**src/hdl/rekd_pkg.sv**
```systemverilog
`timescale 1ns / 1ps
// ----------------------------------------------------------------------------
// rekd_pkg
// Shared types and constants of the rotary encoder and key decoder.
// ----------------------------------------------------------------------------
package rekd_pkg;

    localparam int unsigned IN_TDATA_W  = 40;
    localparam int unsigned OUT_TDATA_W = 40;
    localparam int unsigned CFG_INDEX_W = 2;
    localparam int unsigned CFG_DATA_W  = 16;

    localparam logic [CFG_INDEX_W-1:0] REG_DEBOUNCE   = 2'd0;
    localparam logic [CFG_INDEX_W-1:0] REG_LONG_PRESS = 2'd1;
    localparam logic [CFG_INDEX_W-1:0] REG_DETENT     = 2'd2;

    localparam logic [15:0] DEBOUNCE_RESET   = 16'd20;
    localparam logic [15:0] LONG_PRESS_RESET = 16'd1000;
    localparam logic [1:0]  DETENT_RESET     = 2'b11;

    localparam logic [1:0] PHASE_CW  = 2'b10;
    localparam logic [1:0] PHASE_CCW = 2'b01;

    typedef struct packed {
        logic long_press;
        logic short_press;
        logic ccw;
        logic cw;
    } events_t;

endpackage

```
**src/hdl/rekd_rotary.sv**
```systemverilog
`timescale 1ns / 1ps
// ----------------------------------------------------------------------------
// rekd_rotary
// Detent decoder: holds last phase code, armed direction and detent count.
// ----------------------------------------------------------------------------
module rekd_rotary #(
    parameter int unsigned COUNT_BITS = 32
) (
    input  logic                  aclk,
    input  logic                  aresetn,
    input  logic                  step,
    input  logic                  clear,
    input  logic [1:0]            code,
    input  logic [1:0]            detent,
    output logic [COUNT_BITS-1:0] count_next,
    output rekd_pkg::events_t     ev
);

    typedef enum logic [1:0] {
        DIR_NONE = 2'd0,
        DIR_CW   = 2'd1,
        DIR_CCW  = 2'd2
    } dir_t;

    logic [1:0]            prev_reg;
    dir_t                  dir_reg;
    dir_t                  dir_next;
    logic [COUNT_BITS-1:0] count_reg;

    always_comb begin
        dir_next   = clear ? DIR_NONE : dir_reg;
        count_next = clear ? '0 : count_reg;
        ev         = '0;
        if (code != prev_reg) begin
            if (code == detent) begin
                if (dir_next == DIR_CW) begin
                    count_next = count_next + 1'b1;
                    ev.cw      = 1'b1;
                end else if (dir_next == DIR_CCW) begin
                    count_next = count_next - 1'b1;
                    ev.ccw     = 1'b1;
                end
                dir_next = DIR_NONE;
            end else if (prev_reg == detent) begin
                if (code == rekd_pkg::PHASE_CW) begin
                    dir_next = DIR_CW;
                end else if (code == rekd_pkg::PHASE_CCW) begin
                    dir_next = DIR_CCW;
                end else begin
                    dir_next = DIR_NONE;
                end
            end
        end
    end

    always_ff @(posedge aclk) begin
        if (!aresetn) begin
            prev_reg  <= rekd_pkg::DETENT_RESET;
            dir_reg   <= DIR_NONE;
            count_reg <= '0;
        end else if (step) begin
            prev_reg  <= code;
            dir_reg   <= dir_next;
            count_reg <= count_next;
        end
    end

endmodule

```
**src/hdl/rekd_key.sv**
```systemverilog
`timescale 1ns / 1ps
// ----------------------------------------------------------------------------
// rekd_key
// Push key debounce and short / long press detection on millisecond stamps.
// ----------------------------------------------------------------------------
module rekd_key #(
    parameter int unsigned TIME_BITS = 32
) (
    input  logic                 aclk,
    input  logic                 aresetn,
    input  logic                 step,
    input  logic                 resync,
    input  logic                 key,
    input  logic [TIME_BITS-1:0] now,
    input  logic [15:0]          debounce_ms,
    input  logic [15:0]          long_press_ms,
    output rekd_pkg::events_t    ev
);

    logic                 seen_reg, seen_next;
    logic                 settled_reg, settled_next;
    logic                 held_reg, held_next;
    logic                 done_reg, done_next;
    logic [TIME_BITS-1:0] press_reg, press_next;
    logic [TIME_BITS-1:0] change_reg, change_next;
    logic [TIME_BITS-1:0] since_change;
    logic [TIME_BITS-1:0] since_press;

    always_comb begin
        seen_next    = seen_reg;
        settled_next = settled_reg;
        held_next    = held_reg;
        done_next    = done_reg;
        press_next   = press_reg;
        change_next  = change_reg;
        ev           = '0;
        since_change = '0;
        since_press  = '0;
        if (resync) begin
            seen_next    = key;
            settled_next = key;
            change_next  = now;
            press_next   = now;
            held_next    = 1'b0;
            done_next    = 1'b0;
        end else begin
            if (key != seen_reg) begin
                seen_next   = key;
                change_next = now;
            end
            since_change = now - change_next;
            if (since_change >= TIME_BITS'(debounce_ms) && key != settled_reg) begin
                settled_next = key;
                if (!key) begin
                    held_next  = 1'b1;
                    press_next = now;
                    done_next  = 1'b0;
                end else if (held_reg) begin
                    held_next      = 1'b0;
                    ev.short_press = !done_reg;
                end
            end
            since_press = now - press_next;
            if (held_next && !done_next && since_press >= TIME_BITS'(long_press_ms)) begin
                done_next     = 1'b1;
                ev.long_press = 1'b1;
            end
        end
    end

    always_ff @(posedge aclk) begin
        if (!aresetn) begin
            seen_reg    <= 1'b1;
            settled_reg <= 1'b1;
            held_reg    <= 1'b0;
            done_reg    <= 1'b0;
            press_reg   <= '0;
            change_reg  <= '0;
        end else if (step) begin
            seen_reg    <= seen_next;
            settled_reg <= settled_next;
            held_reg    <= held_next;
            done_reg    <= done_next;
            press_reg   <= press_next;
            change_reg  <= change_next;
        end
    end

endmodule

```
**src/hdl/rotary_encoder_key_decoder.sv**
```systemverilog
`timescale 1ns / 1ps
// ----------------------------------------------------------------------------
// rotary_encoder_key_decoder
// Quadrature detent decoder with debounced push key and sticky event flags.
//
// The s_ channel carries one poll tick per word: phase levels, key level,
// millisecond stamp and the take / clear / resync commands. Every word
// gives exactly one m_ word with the detent position and the four event
// flags. Settings must be written on the cfg_ port only while no word is in
// flight; the block does not enforce this. A word sits in the input
// register, then the step logic (one 32-bit subtract and compare per key
// timer, one count increment or decrement) writes state and result register
// together; one word is accepted every cycle. When the receiver stalls, the
// result register holds, the input register fills and s_tready drops until
// the result is taken. Reset restores the register defaults, puts the
// encoder at the detent with no direction armed, zeroes the count, marks
// the key released and clears all flags; both registers come out empty.
// ----------------------------------------------------------------------------
module rotary_encoder_key_decoder #(
    parameter int unsigned TIME_BITS  = 32,
    parameter int unsigned COUNT_BITS = 32
) (
    input  logic                                aclk,
    input  logic                                aresetn,
    input  logic                                s_tvalid,
    output logic                                s_tready,
    // phase_a, phase_b, key_level, time_ms[31:0], take_events, clear_count,
    // resync_key, zero pad
    input  logic [rekd_pkg::IN_TDATA_W-1:0]     s_tdata,
    output logic                                m_tvalid,
    input  logic                                m_tready,
    // position[31:0], ev_cw, ev_ccw, ev_short, ev_long, zero pad
    output logic [rekd_pkg::OUT_TDATA_W-1:0]    m_tdata,
    input  logic                                cfg_we,
    input  logic [rekd_pkg::CFG_INDEX_W-1:0]    cfg_index,
    input  logic [rekd_pkg::CFG_DATA_W-1:0]     cfg_wdata
);

    logic [15:0]           debounce_reg;
    logic [15:0]           long_press_reg;
    logic [1:0]            detent_reg;

    logic                  in_valid_reg;
    logic [1:0]            code_reg;
    logic                  key_reg;
    logic [TIME_BITS-1:0]  now_reg;
    logic                  take_reg;
    logic                  clear_reg;
    logic                  resync_reg;

    logic                  out_valid_reg;
    logic [31:0]           position_reg;
    rekd_pkg::events_t     flags_out_reg;

    rekd_pkg::events_t     flags_reg;
    rekd_pkg::events_t     flags_next;
    rekd_pkg::events_t     rot_ev;
    rekd_pkg::events_t     key_ev;
    logic [COUNT_BITS-1:0] count_next;
    logic                  step;

    assign step     = in_valid_reg && (!out_valid_reg || m_tready);
    assign s_tready = !in_valid_reg || step;
    assign m_tvalid = out_valid_reg;
    assign m_tdata  = {4'b0, flags_out_reg.long_press, flags_out_reg.short_press,
                       flags_out_reg.ccw, flags_out_reg.cw, position_reg};

    always_ff @(posedge aclk) begin
        if (!aresetn) begin
            debounce_reg   <= rekd_pkg::DEBOUNCE_RESET;
            long_press_reg <= rekd_pkg::LONG_PRESS_RESET;
            detent_reg     <= rekd_pkg::DETENT_RESET;
        end else if (cfg_we) begin
            unique case (cfg_index)
                rekd_pkg::REG_DEBOUNCE:   debounce_reg   <= cfg_wdata;
                rekd_pkg::REG_LONG_PRESS: long_press_reg <= cfg_wdata;
                rekd_pkg::REG_DETENT:     detent_reg     <= cfg_wdata[1:0];
                default: ;
            endcase
        end
    end

    always_ff @(posedge aclk) begin
        if (!aresetn) begin
            in_valid_reg <= 1'b0;
        end else if (s_tready) begin
            in_valid_reg <= s_tvalid;
        end
    end

    always_ff @(posedge aclk) begin
        if (s_tvalid && s_tready) begin
            code_reg   <= {s_tdata[0], s_tdata[1]};
            key_reg    <= s_tdata[2];
            now_reg    <= s_tdata[3 +: TIME_BITS];
            take_reg   <= s_tdata[35];
            clear_reg  <= s_tdata[36];
            resync_reg <= s_tdata[37];
        end
    end

    rekd_rotary #(
        .COUNT_BITS (COUNT_BITS)
    ) u_rotary (
        .aclk       (aclk),
        .aresetn    (aresetn),
        .step       (step),
        .clear      (clear_reg),
        .code       (code_reg),
        .detent     (detent_reg),
        .count_next (count_next),
        .ev         (rot_ev)
    );

    rekd_key #(
        .TIME_BITS (TIME_BITS)
    ) u_key (
        .aclk          (aclk),
        .aresetn       (aresetn),
        .step          (step),
        .resync        (resync_reg),
        .key           (key_reg),
        .now           (now_reg),
        .debounce_ms   (debounce_reg),
        .long_press_ms (long_press_reg),
        .ev            (key_ev)
    );

    assign flags_next = (resync_reg ? rekd_pkg::events_t'(4'b0) : flags_reg) | rot_ev | key_ev;

    always_ff @(posedge aclk) begin
        if (!aresetn) begin
            flags_reg     <= '0;
            out_valid_reg <= 1'b0;
        end else begin
            if (step) begin
                flags_reg <= take_reg ? rekd_pkg::events_t'(4'b0) : flags_next;
            end
            if (!out_valid_reg || m_tready) begin
                out_valid_reg <= in_valid_reg;
            end
        end
    end

    always_ff @(posedge aclk) begin
        if (step) begin
            position_reg  <= 32'(signed'(count_next));
            flags_out_reg <= flags_next;
        end
    end

endmodule

```
**config.mk**
```make
export PLATFORM = sky130hd
export DESIGN_NAME = rotary_encoder_key_decoder
export DESIGN_NICKNAME = d
export VERILOG_FILES = /design/src/hdl/rekd_pkg.sv /design/src/hdl/rekd_rotary.sv /design/src/hdl/rekd_key.sv /design/src/hdl/rotary_encoder_key_decoder.sv
export SDC_FILE = /design/constraint.sdc
export NUM_CORES = 1
export LEC_CHECK = 0
export ABC_CLOCK_PERIOD_IN_PS = 12550
export BUFFER_PORTS_ARGS = -buffer_cell sky130_fd_sc_hd__buf_2
export CORE_MARGIN = 1
export CORE_UTILIZATION = 62
export DETAILED_ROUTE_END_ITERATION = 16
export PLACE_DENSITY = 0.82
export SYNTH_ARGS = -nofsm -noshare
export SYNTH_HDL_FRONTEND = slang
export SYNTH_SLANG_ARGS = --single-unit
```
**constraint.sdc**
```tcl
create_clock -name aclk -period 12.55 [get_ports aclk]
set_input_delay 2.51 -clock aclk [delete_from_list [all_inputs] [get_ports aclk]]
set_output_delay 2.51 -clock aclk [all_outputs]
set_load 0.1 [all_outputs]
```
==> impl_metrics.env <==
export IMPL_coreArea_um2=23800
export IMPL_dpl_hpwl_um=29900
export IMPL_syn_to_final_growth_pct=9.42
export IMPL_hold_buffers=0
export IMPL_io_buffers=98
export IMPL_post_route_period_util_pct=93.7
export IMPL_syn_area_per_cell_um2=8.12
export IMPL_yosys_most_used_dff="dfxtp_1"
export IMPL_cts_max_path_buffers=3
export IMPL_drcViolationCount=0
export IMPL_fillCellCount=1947
export IMPL_synth_area_um2=15200
export IMPL_routed_wl_um=41500
export IMPL_ant_nets=0
export IMPL_grt_pass1_vias=12400
export IMPL_drive_gt1_share_pct=10.1
export IMPL_cpPeakStageDelay_ns=0.64
export IMPL_report_final_slew_viol_count=0
export IMPL_hold_viol=0
export IMPL_grt_max_degree=105
export IMPL_drt_pass1_iter_count=6
export IMPL_setup_tns_ns=0
export IMPL_cp_max_fo=25
export IMPL_total_power_w=0.00212
export IMPL_irDropWorstVdd_v=0.000173
export IMPL_worst_pin_slew_ns=1.17
export IMPL_hold_class="flip-flop to flip-flop"
export IMPL_htreeDepth=1
export IMPL_nets=2051
export IMPL_viasPerCell=6.20
export IMPL_fin_ws_ns=0.796
export IMPL_reg2reg_slack_ns=0.80
export IMPL_place_congestion=0.947
export IMPL_power_leakage_nw=6.51
export IMPL_cts_resized=0
export IMPL_fmax_mhz=85.1
export IMPL_cp_data_arrival_time_ns=12.01
export IMPL_n_antenna_cell=0
export IMPL_setup_viol=0
export IMPL_finClkSkew_ns=0.00971
export IMPL_place_ws_ns=0.930
export IMPL_ys_async_sr_fraction_pct=0
export IMPL_crit_slowest_cell="or4_1"
export IMPL_synth_top_area_share_pct=19.0
export IMPL_io_pins=105
export IMPL_grt_overflow_total=0
export IMPL_place_area_um2=15800
export IMPL_crit_path_end_kind="flip-flop"
export IMPL_cts_tree="yes"
export IMPL_path_common_cell="o21ai_0"
export IMPL_start_util_pct=64.0
export IMPL_cts_sinks=218
export IMPL_ys_seq_area_share_pct=33.6
export IMPL_netlist_instances=1873
export IMPL_root_buffer="clkbuf_16"
export IMPL_status="finished, final reports clean"
export IMPL_fin_crit_ns=11.75
export IMPL_die_area_um2=25200
export IMPL_ys_top_cells_by_area="dfxtp_1, edfxtp_1, nand2_1, ha_1, a21boi_0"
export IMPL_track_usage_pct=32.6
export IMPL_num_rows=56
export IMPL_cts_clk_slew_worst_paths_ns=0.06
export IMPL_antenna_found_initial=1
export IMPL_ys_ff_latch=218
export IMPL_synth_top_cell_by_area="dfxtp_1"
export IMPL_rsz0062_at_grt="no"
export IMPL_die_w_um=159
export IMPL_holdWs_ns=0.463
export IMPL_routed_via_count=13900
export IMPL_max_slew_margin_rel_pct=21.8
export IMPL_cap_violations=0
export IMPL_fin_area_um2=16600
export IMPL_cp_start_kind="flip-flop"
export IMPL_yosys_warnings=0
export IMPL_wire_per_inst_um=18.5
export IMPL_ys_types=97
export IMPL_cts_made_buffers=24
export IMPL_synth_edff_count=74
export IMPL_post_cts_buffers=0
export IMPL_crit_type="flip-flop to flip-flop"
export IMPL_die_y_um=159
export IMPL_grt_pass1_wl_um=64800
export IMPL_worstPathRequired_ns=12.80
export IMPL_drt_initial_drc_count=1226
export IMPL_clk_latency_ns=0.53
export IMPL_p_per_area_nw_per_um2=128
## area by class of cell
cell class	count	area, um2	area share [%]
Tap cell	319	399	2.40
Timing Repair Buffer	109	576	3.46
Inverter	69	259	1.56
Clock buffer	33	716	4.30
Multi-Input combinational cell	1482	9490	57.0
Sequential cell	218	5100	30.7
Clock inverter	10	101	0.609
## path summary, 6_finish.rpt
kind                   startpoint                    to  depth (start not counted)
max                       key_reg           m_tdata[35]                         55
min          u_key.change_reg[12]  u_key.change_reg[12]                          2
max reg2reg               key_reg           m_tdata[35]                         55
min reg2reg  u_key.change_reg[12]  u_key.change_reg[12]                          2
## stage by stage
step / utilization, % / std cells
after floorplan: - / 1876
after global placement: 66.6 / 2195
after detailed placement: 66.6 / 2195
after CTS: 70.0 / 2238
after global routing: 70.1 / 2240
final: 70.1 / 2240
## cell usage in the layout (no fill, tap or decap), types with 7 or more instances in the layout
cell type,instances
nand3_1,34
inv_1,67
nor2_1,147
buf_4,12
ha_1,83
nand3b_1,7
a21o_1,33
a211oi_1,11
mux2i_1,58
nor3b_1,15
o21a_1,20
o22ai_1,8
nor2b_1,50
and3_1,17
edfxtp_1,74
clkbuf_16,25
xor2_1,22
buf_2,97
o2111ai_1,7
a21boi_0,112
nor4_1,17
nand2b_1,41
nand4_1,17
a22oi_1,9
o21ai_0,68
nor3_1,38
xnor2_1,45
nand2_1,331
a21oi_1,103
dfxtp_1,144
o211ai_1,24
a31oi_1,15
## kinds of logic (layout without fill, tap and decap cells)
kind of cell	Yosys count	after routing	synth area share [%]
flip-flops	218	218	33.6
other	1	4	0.0247
buffers and inverters	176	221	4.57
multiplexers	63	63	4.21
adder cells (fa/ha/maj)	88	88	7.24
XOR/XNOR	69	69	4.02
AND/OR/NAND/NOR	762	762	23.6
AO/OA/AOI/OAI	496	496	22.7
## synth_stat cells, drive strengths merged (26+ instances only)
library cell	instances
a21oi	107
nand2	331
inv	69
xnor2	46
clkbuf	87
nand3	34
nor2b	50
o21ai	72
nor2	151
ha	83
o211ai	26
mux2i	58
a21o	33
dfxtp	144
a21boi	113
edfxtp	74
nor3	38
nand2b	43
## metal layers
layer  GRT usage (%)  vias up  part of all wire [%]
met4            10.3        2                   3.1
li1                -     6734                     -
met2            52.8      545                    45
met3            3.48       82                   6.6
met5               0        -                 0.027
met1            45.5     6524                    46
## critical path, delay by kind of cell, from the launching register on
kind | cells | cell delay, ns
xor gates and xnor gates | 3 | 0.44
and+or+nand+nor | 16 | 3.44
muxes | 1 | 0.18
AOI/OAI and AO/OA | 27 | 5.06
DFF | 1 | 0.38
buffers and inverters | 4 | 0.70
adders and majority gates | 4 | 1.27
## report_power, final
part / internal (W) / switching [W] / leakage [nW] / total (W)
registers: 0.000762 / 0.0000330 / 1.88 / 0.000795
logic: 0.000217 / 0.000385 / 4.22 / 0.000601
clock network: 0.000437 / 0.000289 / 0.409 / 0.000726
total: 0.00142 / 0.000707 / 6.51 / 0.00212
Note: power is estimated with default switching activity, not from simulation.
